===== src/sv/fat_pkg.sv =====
// ---------------------------------------------------------------------------
// fat_pkg: shared types and constants
// constants and inter-stage types of the truncating single-precision adder
// ---------------------------------------------------------------------------
`default_nettype none
package fat_pkg;
   localparam logic [22:0] FRAC_MASK  = 23'h7fffff;
   localparam logic [23:0] HIDDEN_ONE = 24'h800000;

   // stage 1 -> stage 2
   typedef struct packed {
      logic        sign;
      logic        pass;      // one operand had zero exponent
      logic [7:0]  exp_big;
      logic [23:0] man_big;
      logic [23:0] man_small;
      logic [7:0]  shift;
      logic        sub;
   } align_type;

   // stage 2 -> stage 3
   typedef struct packed {
      logic        sign;
      logic        pass;
      logic [7:0]  exp_big;
      logic [24:0] man_sum;
      logic [23:0] pass_man;
   } sum_type;
endpackage
`default_nettype wire


===== src/sv/fat_align.sv =====
// ---------------------------------------------------------------------------
// fat_align: unpack, sign decision and operand swap
// compares magnitudes and orders the operands for alignment
// ---------------------------------------------------------------------------
`default_nettype none
module fat_align (
   input  wire logic        clock,
   input  wire logic        reset,
   input  wire logic        valid_in,
   input  wire logic [31:0] a_in,
   input  wire logic [31:0] b_in,
   output logic             valid_out,
   output fat_pkg::align_type data_out
);
   logic               valid_ff;
   fat_pkg::align_type data_ff, data_in;
   logic sa, sb, a_gt, b_gt;
   logic [7:0] ea, eb;
   logic [23:0] ma, mb;

   always_comb begin
      sa = a_in[31];
      sb = b_in[31];
      ea = a_in[30:23];
      eb = b_in[30:23];
      ma = {1'b0, a_in[22:0] & fat_pkg::FRAC_MASK} | fat_pkg::HIDDEN_ONE;
      mb = {1'b0, b_in[22:0] & fat_pkg::FRAC_MASK} | fat_pkg::HIDDEN_ONE;
      a_gt = (ea > eb) || ((ea == eb) && (ma > mb));
      b_gt = (ea < eb) || ((ea == eb) && (ma < mb));
      data_in.sign = (sa && sb) || (sa && a_gt) || (sb && b_gt);
      data_in.sub  = sa ^ sb;
      data_in.pass = (ea == 8'd0) || (eb == 8'd0);
      if (ea == 8'd0) begin
         // zero-exponent a passes b through
         data_in.exp_big   = eb;
         data_in.man_big   = mb;
         data_in.man_small = '0;
         data_in.shift     = '0;
      end else if (eb == 8'd0) begin
         data_in.exp_big   = ea;
         data_in.man_big   = ma;
         data_in.man_small = '0;
         data_in.shift     = '0;
      end else if (ea < eb) begin
         data_in.exp_big   = eb;
         data_in.man_big   = mb;
         data_in.man_small = ma;
         data_in.shift     = eb - ea;
      end else begin
         data_in.exp_big   = ea;
         data_in.man_big   = ma;
         data_in.man_small = mb;
         data_in.shift     = ea - eb;
      end
   end

   always_ff @(posedge clock) begin
      if (reset) valid_ff <= 1'b0;
      else       valid_ff <= valid_in;
      data_ff <= data_in;
   end

   assign valid_out = valid_ff;
   assign data_out  = data_ff;
endmodule
`default_nettype wire


===== src/sv/fat_addsub.sv =====
// ---------------------------------------------------------------------------
// fat_addsub: alignment shift and mantissa add or subtract
// truncating right shift of the smaller mantissa, then magnitude sum
// ---------------------------------------------------------------------------
`default_nettype none
module fat_addsub (
   input  wire logic               clock,
   input  wire logic               reset,
   input  wire logic               valid_in,
   input  wire fat_pkg::align_type data_in,
   output logic                    valid_out,
   output fat_pkg::sum_type        data_out
);
   logic             valid_ff;
   fat_pkg::sum_type data_ff, sum_in;
   logic [23:0] small_sh;

   always_comb begin
      small_sh = (data_in.shift < 8'd24) ? (data_in.man_small >> data_in.shift[4:0]) : '0;
      sum_in.sign     = data_in.sign;
      sum_in.pass     = data_in.pass;
      sum_in.exp_big  = data_in.exp_big;
      sum_in.pass_man = data_in.man_big;
      if (!data_in.sub)
         sum_in.man_sum = {1'b0, data_in.man_big} + {1'b0, small_sh};
      else if (data_in.man_big > small_sh)
         sum_in.man_sum = {1'b0, data_in.man_big - small_sh};
      else
         sum_in.man_sum = {1'b0, small_sh - data_in.man_big};
   end

   always_ff @(posedge clock) begin
      if (reset) valid_ff <= 1'b0;
      else       valid_ff <= valid_in;
      data_ff <= sum_in;
   end

   assign valid_out = valid_ff;
   assign data_out  = data_ff;
endmodule
`default_nettype wire


===== src/sv/fat_norm.sv =====
// ---------------------------------------------------------------------------
// fat_norm: leading-one search and normalisation
// carry bump, zero result, left shift with exponent underflow to zero
// ---------------------------------------------------------------------------
`default_nettype none
module fat_norm (
   input  wire logic             clock,
   input  wire logic             reset,
   input  wire logic             valid_in,
   input  wire fat_pkg::sum_type data_in,
   output logic                  valid_out,
   output logic [31:0]           sum_out
);
   logic        valid_ff;
   logic [31:0] sum_ff, sum_in;
   logic [4:0]  lz;
   logic [4:0]  sh;
   logic [24:0] man_sh;
   logic [8:0]  exp_up;

   always_comb begin
      // upward scan, so the highest set bit is written last
      lz = 5'd25;
      for (int k = 0; k <= 24; k++) begin
         if (data_in.man_sum[k]) lz = 5'(24 - k);
      end
      sh     = lz - 5'd1;
      man_sh = data_in.man_sum << sh;
      exp_up = {1'b0, data_in.exp_big} + 9'd1;
      if (data_in.pass) begin
         sum_in = {data_in.sign, data_in.exp_big, data_in.pass_man[22:0]};
      end else if (lz == 5'd0) begin
         // carry: exponent 255 wraps into the sign bit
         sum_in = {data_in.sign | exp_up[8], exp_up[7:0], data_in.man_sum[23:1]};
      end else if (lz == 5'd25) begin
         sum_in = {data_in.sign, 31'd0};
      end else if ({3'd0, sh} < data_in.exp_big) begin
         sum_in = {data_in.sign, data_in.exp_big - {3'd0, sh}, man_sh[22:0]};
      end else begin
         sum_in = {data_in.sign, 8'd0, man_sh[22:0]};
      end
   end

   always_ff @(posedge clock) begin
      if (reset) valid_ff <= 1'b0;
      else       valid_ff <= valid_in;
      sum_ff <= sum_in;
   end

   assign valid_out = valid_ff;
   assign sum_out   = sum_ff;
endmodule
`default_nettype wire


===== src/sv/float32_add_truncating.sv =====
// ---------------------------------------------------------------------------
// float32_add_truncating: truncating single-precision adder
// three-stage pipeline adding two float bit patterns without rounding
// ---------------------------------------------------------------------------
// usage
//   input: drive req_operand_a / req_operand_b and raise start; the item is
//   taken on any edge where start is high and busy is low. busy is always
//   low, so one item enters every cycle.
//   output: rsp_valid is high for exactly one cycle with rsp_sum_bits; the
//   receiver cannot hold results off and needs none.
//   stages: align, add/subtract, normalise, each ended by a register;
//   the result reaches the ports from the normalise register.
//   throughput: one item per cycle, since every stage reloads each cycle
//   and nothing feeds back between items.
//   reset: synchronous, clears all valid bits; items in flight are dropped.
//   inf and nan are added as plain numbers, exponent zero counts as zero.
// ---------------------------------------------------------------------------
`default_nettype none
module float32_add_truncating (
   input  wire logic        clock,
   input  wire logic        reset,
   input  wire logic        start,
   output logic             busy,
   input  wire logic [31:0] req_operand_a,
   input  wire logic [31:0] req_operand_b,
   output logic             rsp_valid,
   output logic [31:0]      rsp_sum_bits
);
   logic               v1, v2;
   fat_pkg::align_type d1;
   fat_pkg::sum_type   d2;

   // pipeline never stalls
   assign busy = 1'b0;

   // stage 1: unpack, sign rule, operand order
   fat_align u_align (
      .clock(clock), .reset(reset), .valid_in(start & ~busy),
      .a_in(req_operand_a), .b_in(req_operand_b),
      .valid_out(v1), .data_out(d1)
   );

   // stage 2: align and add or subtract
   fat_addsub u_addsub (
      .clock(clock), .reset(reset), .valid_in(v1), .data_in(d1),
      .valid_out(v2), .data_out(d2)
   );

   // stage 3: normalise and pack
   fat_norm u_norm (
      .clock(clock), .reset(reset), .valid_in(v2), .data_in(d2),
      .valid_out(rsp_valid), .sum_out(rsp_sum_bits)
   );
endmodule
`default_nettype wire

===== config.mk =====
export PLATFORM = sky130hd
export DESIGN_NAME = float32_add_truncating
export DESIGN_NICKNAME = d
export VERILOG_FILES = /design/src/sv/fat_pkg.sv /design/src/sv/fat_align.sv /design/src/sv/fat_addsub.sv /design/src/sv/fat_norm.sv /design/src/sv/float32_add_truncating.sv
export SDC_FILE = /design/constraint.sdc
export NUM_CORES = 1
export LEC_CHECK = 0
export ABC_AREA = 1
export BUFFER_PORTS_ARGS = -buffer_cell sky130_fd_sc_hd__buf_2
export CAP_MARGIN = 30
export CORE_MARGIN = 1
export CORE_UTILIZATION = 55
export DETAILED_ROUTE_END_ITERATION = 7
export GPL_ROUTABILITY_DRIVEN = 0
export PLACE_DENSITY = 0.86
export RECOVER_POWER = 25
export SYNTH_ARGS = -nofsm -noshare
export SYNTH_HDL_FRONTEND = slang
export SYNTH_SLANG_ARGS = --single-unit

===== constraint.sdc =====
create_clock -name clock -period 5.3 [get_ports clock]
set_input_delay 0.53 -clock clock [delete_from_list [all_inputs] [get_ports clock]]
set_output_delay 0.53 -clock clock [all_outputs]
set_load 0.005 [all_outputs]

==> flow_metrics.py <==
metrics = {
    "worst_setup_path": {
        "worstSetupStartpoint": "u_align.data_out[1]",
        "worstSetupEndpointType": "register",
        "crit_arrival_ns": 5.24,
        "required_ns": 5.60,
        "r2r-start": "u_align.data_out[1]",
        "cp_num_buf_inv": 3,
        "path_class": "register to register",
        "cpMostUsedCell": "nand2_1",
        "cp-start-kind": "register",
        "critPathTopFamily": "compound AO/OA/AOI/OAI gates",
        "ff2ff_path_depth": 29,
        "crit_slowest_cell": "dfxtp_1",
        "slowest_delay_ns": 0.39,
        "r2r_slack_ns": 0.36,
        "reg2reg_to": "u_addsub.data_out[47]",
        "critPathMaxFanout": 21,
    },
    "pwr": {
        "intPower_mw": 3.06,
        "p_per_area_nw_per_um2": 406,
        "max-vdd-ir-drop_v": 0.000195,
        "p_leak_nw": 6.58,
        "sw_frac_of_total_pct": 42.2,
        "p_comb_share_pct": 44.8,
        "power.share.clock_pct": 23.1,
        "power_switching_mw": 2.23,
        "power_mw": 5.29,
        "power_frac_seq_pct": 32.1,
    },
    "cts": {
        "cts_made_buffers": 17,
        "cts_root_buffer": "clkbuf_16",
        "path_clk_slew_ns": 0.06,
        "clock_path_buffers": 2,
        "clock-sinks": 159,
        "cts_tree": "yes",
        "clock_latency_ns": 0.43,
        "htreeDepth": 4,
        "cts_setup_buffers": 0,
    },
    "logic_synthesis": {
        "synth_area_um2": 11800,
        "synth_ff_type": "dfxtp_1",
        "synth_fp_nets": 1967,
        "ys.warnings.count": 0,
        "ys_seq_elements": 159,
        "ys_types": 55,
        "synth-edff-count": 0,
        "yosysSeqAreaShare_pct": 27.0,
        "avgSynthCellArea_um2": 6.63,
        "async_reset_ff_share_pct": 0,
        "syn_inst": 1779,
    },
    "final_layout": {
        "final_cells": 2123,
        "final_nets": 2023,
        "final_area_um2": 13000,
        "layout-drive-gt1-share_pct": 9.63,
        "final_util_pct": 62.0,
        "final_cell_mix": "346 x nand2_1, 234 x inv_1, 206 x a21oi_1",
        "n_antenna_cell": 0,
        "fill_cells": 1851,
        "area_growth_pct": 10.6,
        "final_common_cell": "nand2_1",
    },
    "status": {
        "status": "complete, but fails checks",
        "violations": "DRC",
    },
    "route": {
        "drt_first_iter_violations": 1209,
        "wire_per_inst_um": 15.2,
        "vias": 12334,
        "drc": 2,
        "first_pass_iters": 8,
        "routed_wirelength_um": 32200,
        "ant_nets": 0,
        "via_per_inst": 5.81,
    },
    "sta": {
        "period_share_pct": 93.3,
        "tightestPinTransition_ns": 1.10,
        "drv_slew": 0,
        "setup_tns_ns": 0,
        "timing.fmax_mhz": 202,
        "finalHoldViolations": 0,
        "fin_hold_ws_ns": 0.297,
        "finClkSkew_ns": 0.00837,
        "slew_headroom_pct": 26.9,
        "fin_ws_ns": 0.357,
        "min_period_ns": 4.94,
        "setup_violations": 0,
    },
    "global_routing": {
        "grt_max_degree": 57,
        "grt_pass1_wl_um": 52800,
        "antenna_found_initial": 0,
        "grt_pass1_vias": 11129,
        "track_usage_pct": 29.9,
        "grt.overflow.total": 0,
    },
    "die": {
        "ioPinCount": 101,
        "start_util_pct": 56.1,
        "die_h_um": 148,
        "die_w_um": 148,
        "fp.dieArea_um2": 22000,
        "coreArea_um2": 21000,
        "row_count": 53,
    },
    "placed_design": {
        "dp.cells": 2091,
        "port-buffer-count": 99,
        "pre_cts_ws_ns": 0.537,
        "place_area_um2": 12400,
        "place_hpwl_um": 24900,
    },
    "hold_path": {
        "holdPathStages": 3,
        "hp-class": "primary input to register",
        "min_from": "start",
        "min_to": "u_align.valid_out",
    },
    "flow_run": {
        "drv_cap": 0,
    },
}
==> synth_stat cells, types with 4 or more instances <==
cell type,number,area (µm²)
clkbuf_1,60,225
ha_1,115,1440
inv_1,235,882
xor2_1,27,236
nor3_1,13,65.1
o221ai_1,5,43.8
fa_1,6,120
a21o_1,4,30.0
o21ai_1,33,165
nor2_1,160,601
o21bai_1,7,52.6
clkinv_1,4,15.0
inv_2,9,33.8
nand2_1,346,1300
nand4_1,8,50.1
a21oi_1,206,1030
a22oi_1,11,82.6
a31oi_1,9,56.3
o21a_1,9,67.6
buf_1,5,18.8
or2_2,5,31.3
o211ai_1,26,195
a211oi_1,6,45.0
o22ai_1,19,119
nand3_1,82,410
o31ai_1,8,60.1
mux2i_1,7,70.1
o21ai_0,138,691
buf_2,8,40.0
nor4_1,7,43.8
dfxtp_1,159,3180
==> worst max path at each step <==
stage / depth (start not counted) / end
finish: 29 / u_addsub.data_out[47]
detailed placement: 29 / u_addsub.data_out[47]
CTS: 29 / u_addsub.data_out[47]
floorplan: 28 / u_addsub.data_out[42]
global placement: 26 / u_addsub.data_out[47]
global route: 30 / u_addsub.data_out[29]
==> layer usage <==
| metal | part of all wire, % | GRT usage [%] | vias up |
|---|---|---|---|
| li1 | - | - | 5995 |
| met1 | 40 | 38.3 | 5451 |
| met2 | 45 | 49.2 | 752 |
| met3 | 10 | 5.25 | 136 |
| met4 | 3.8 | 13.2 | 0 |
| met5 | 0 | 0 | - |
==> worst reg2reg max path, delay by kind of cell (launching register included) <==
family	cells	cell delay (ns)
compound gates	16	2.32
xor+xnor	1	0.14
fa+ha+maj	1	0.38
buf+inv	3	0.76
flops	1	0.39
simple gates	8	0.83
==> power by group through the flow <==
stage | sequential, mW | clock (mW) | combinational (mW)
6_report | 1.70 | 1.22 | 2.37
5_1_grt | 1.73 | 1.30 | 2.65
4_1_cts | 1.69 | 1.24 | 2.31
3_5_place_dp | 1.71 | 0 | 2.29
3_3_place_gp | 1.71 | 0 | 2.23
2_1_floorplan | 1.67 | 0 | 1.69
==> flip-flops by register name, indices dropped and copies added (netlist names) <==
signal	count
u_addsub.data_out	58
u_addsub.valid_out	1
u_align.data_out	66
u_align.valid_out	1
u_norm.sum_out	32
u_norm.valid_out	1
==> layout make-up <==
cell class	count	area, µm²	share of cell area, %
repair buffers	116	626	4.80
clock inverters	13	154	1.18
multi-input cells	1293	7350	56.4
clock buffers	19	443	3.40
flip-flops and latches	159	3180	24.4
well taps	275	344	2.64
inverters	248	938	7.20
==> what timing repair did <==
action / in CTS / in global routing
hold buffers: 0 / 0
setup endpoints to repair: 0 / 8
endpoints found under the hold margin: 0 / 0
gates resized for setup: 0 / 2
==> logic make-up (layout without fill, tap and decap cells) <==
logic type / count (synthesis) / after routing / synth area share, %
other: 1 / 1 / 0.0318
muxes: 7 / 7 / 0.594
DFF: 159 / 159 / 27.0
adders and majority gates: 121 / 121 / 13.2
AOI/OAI and AO/OA: 505 / 505 / 24.5
and+or+nand+nor: 632 / 632 / 21.9
xor gates and xnor gates: 27 / 27 / 2.01
buffers and inverters: 327 / 396 / 10.8
(Power assumes the default switching activity.)
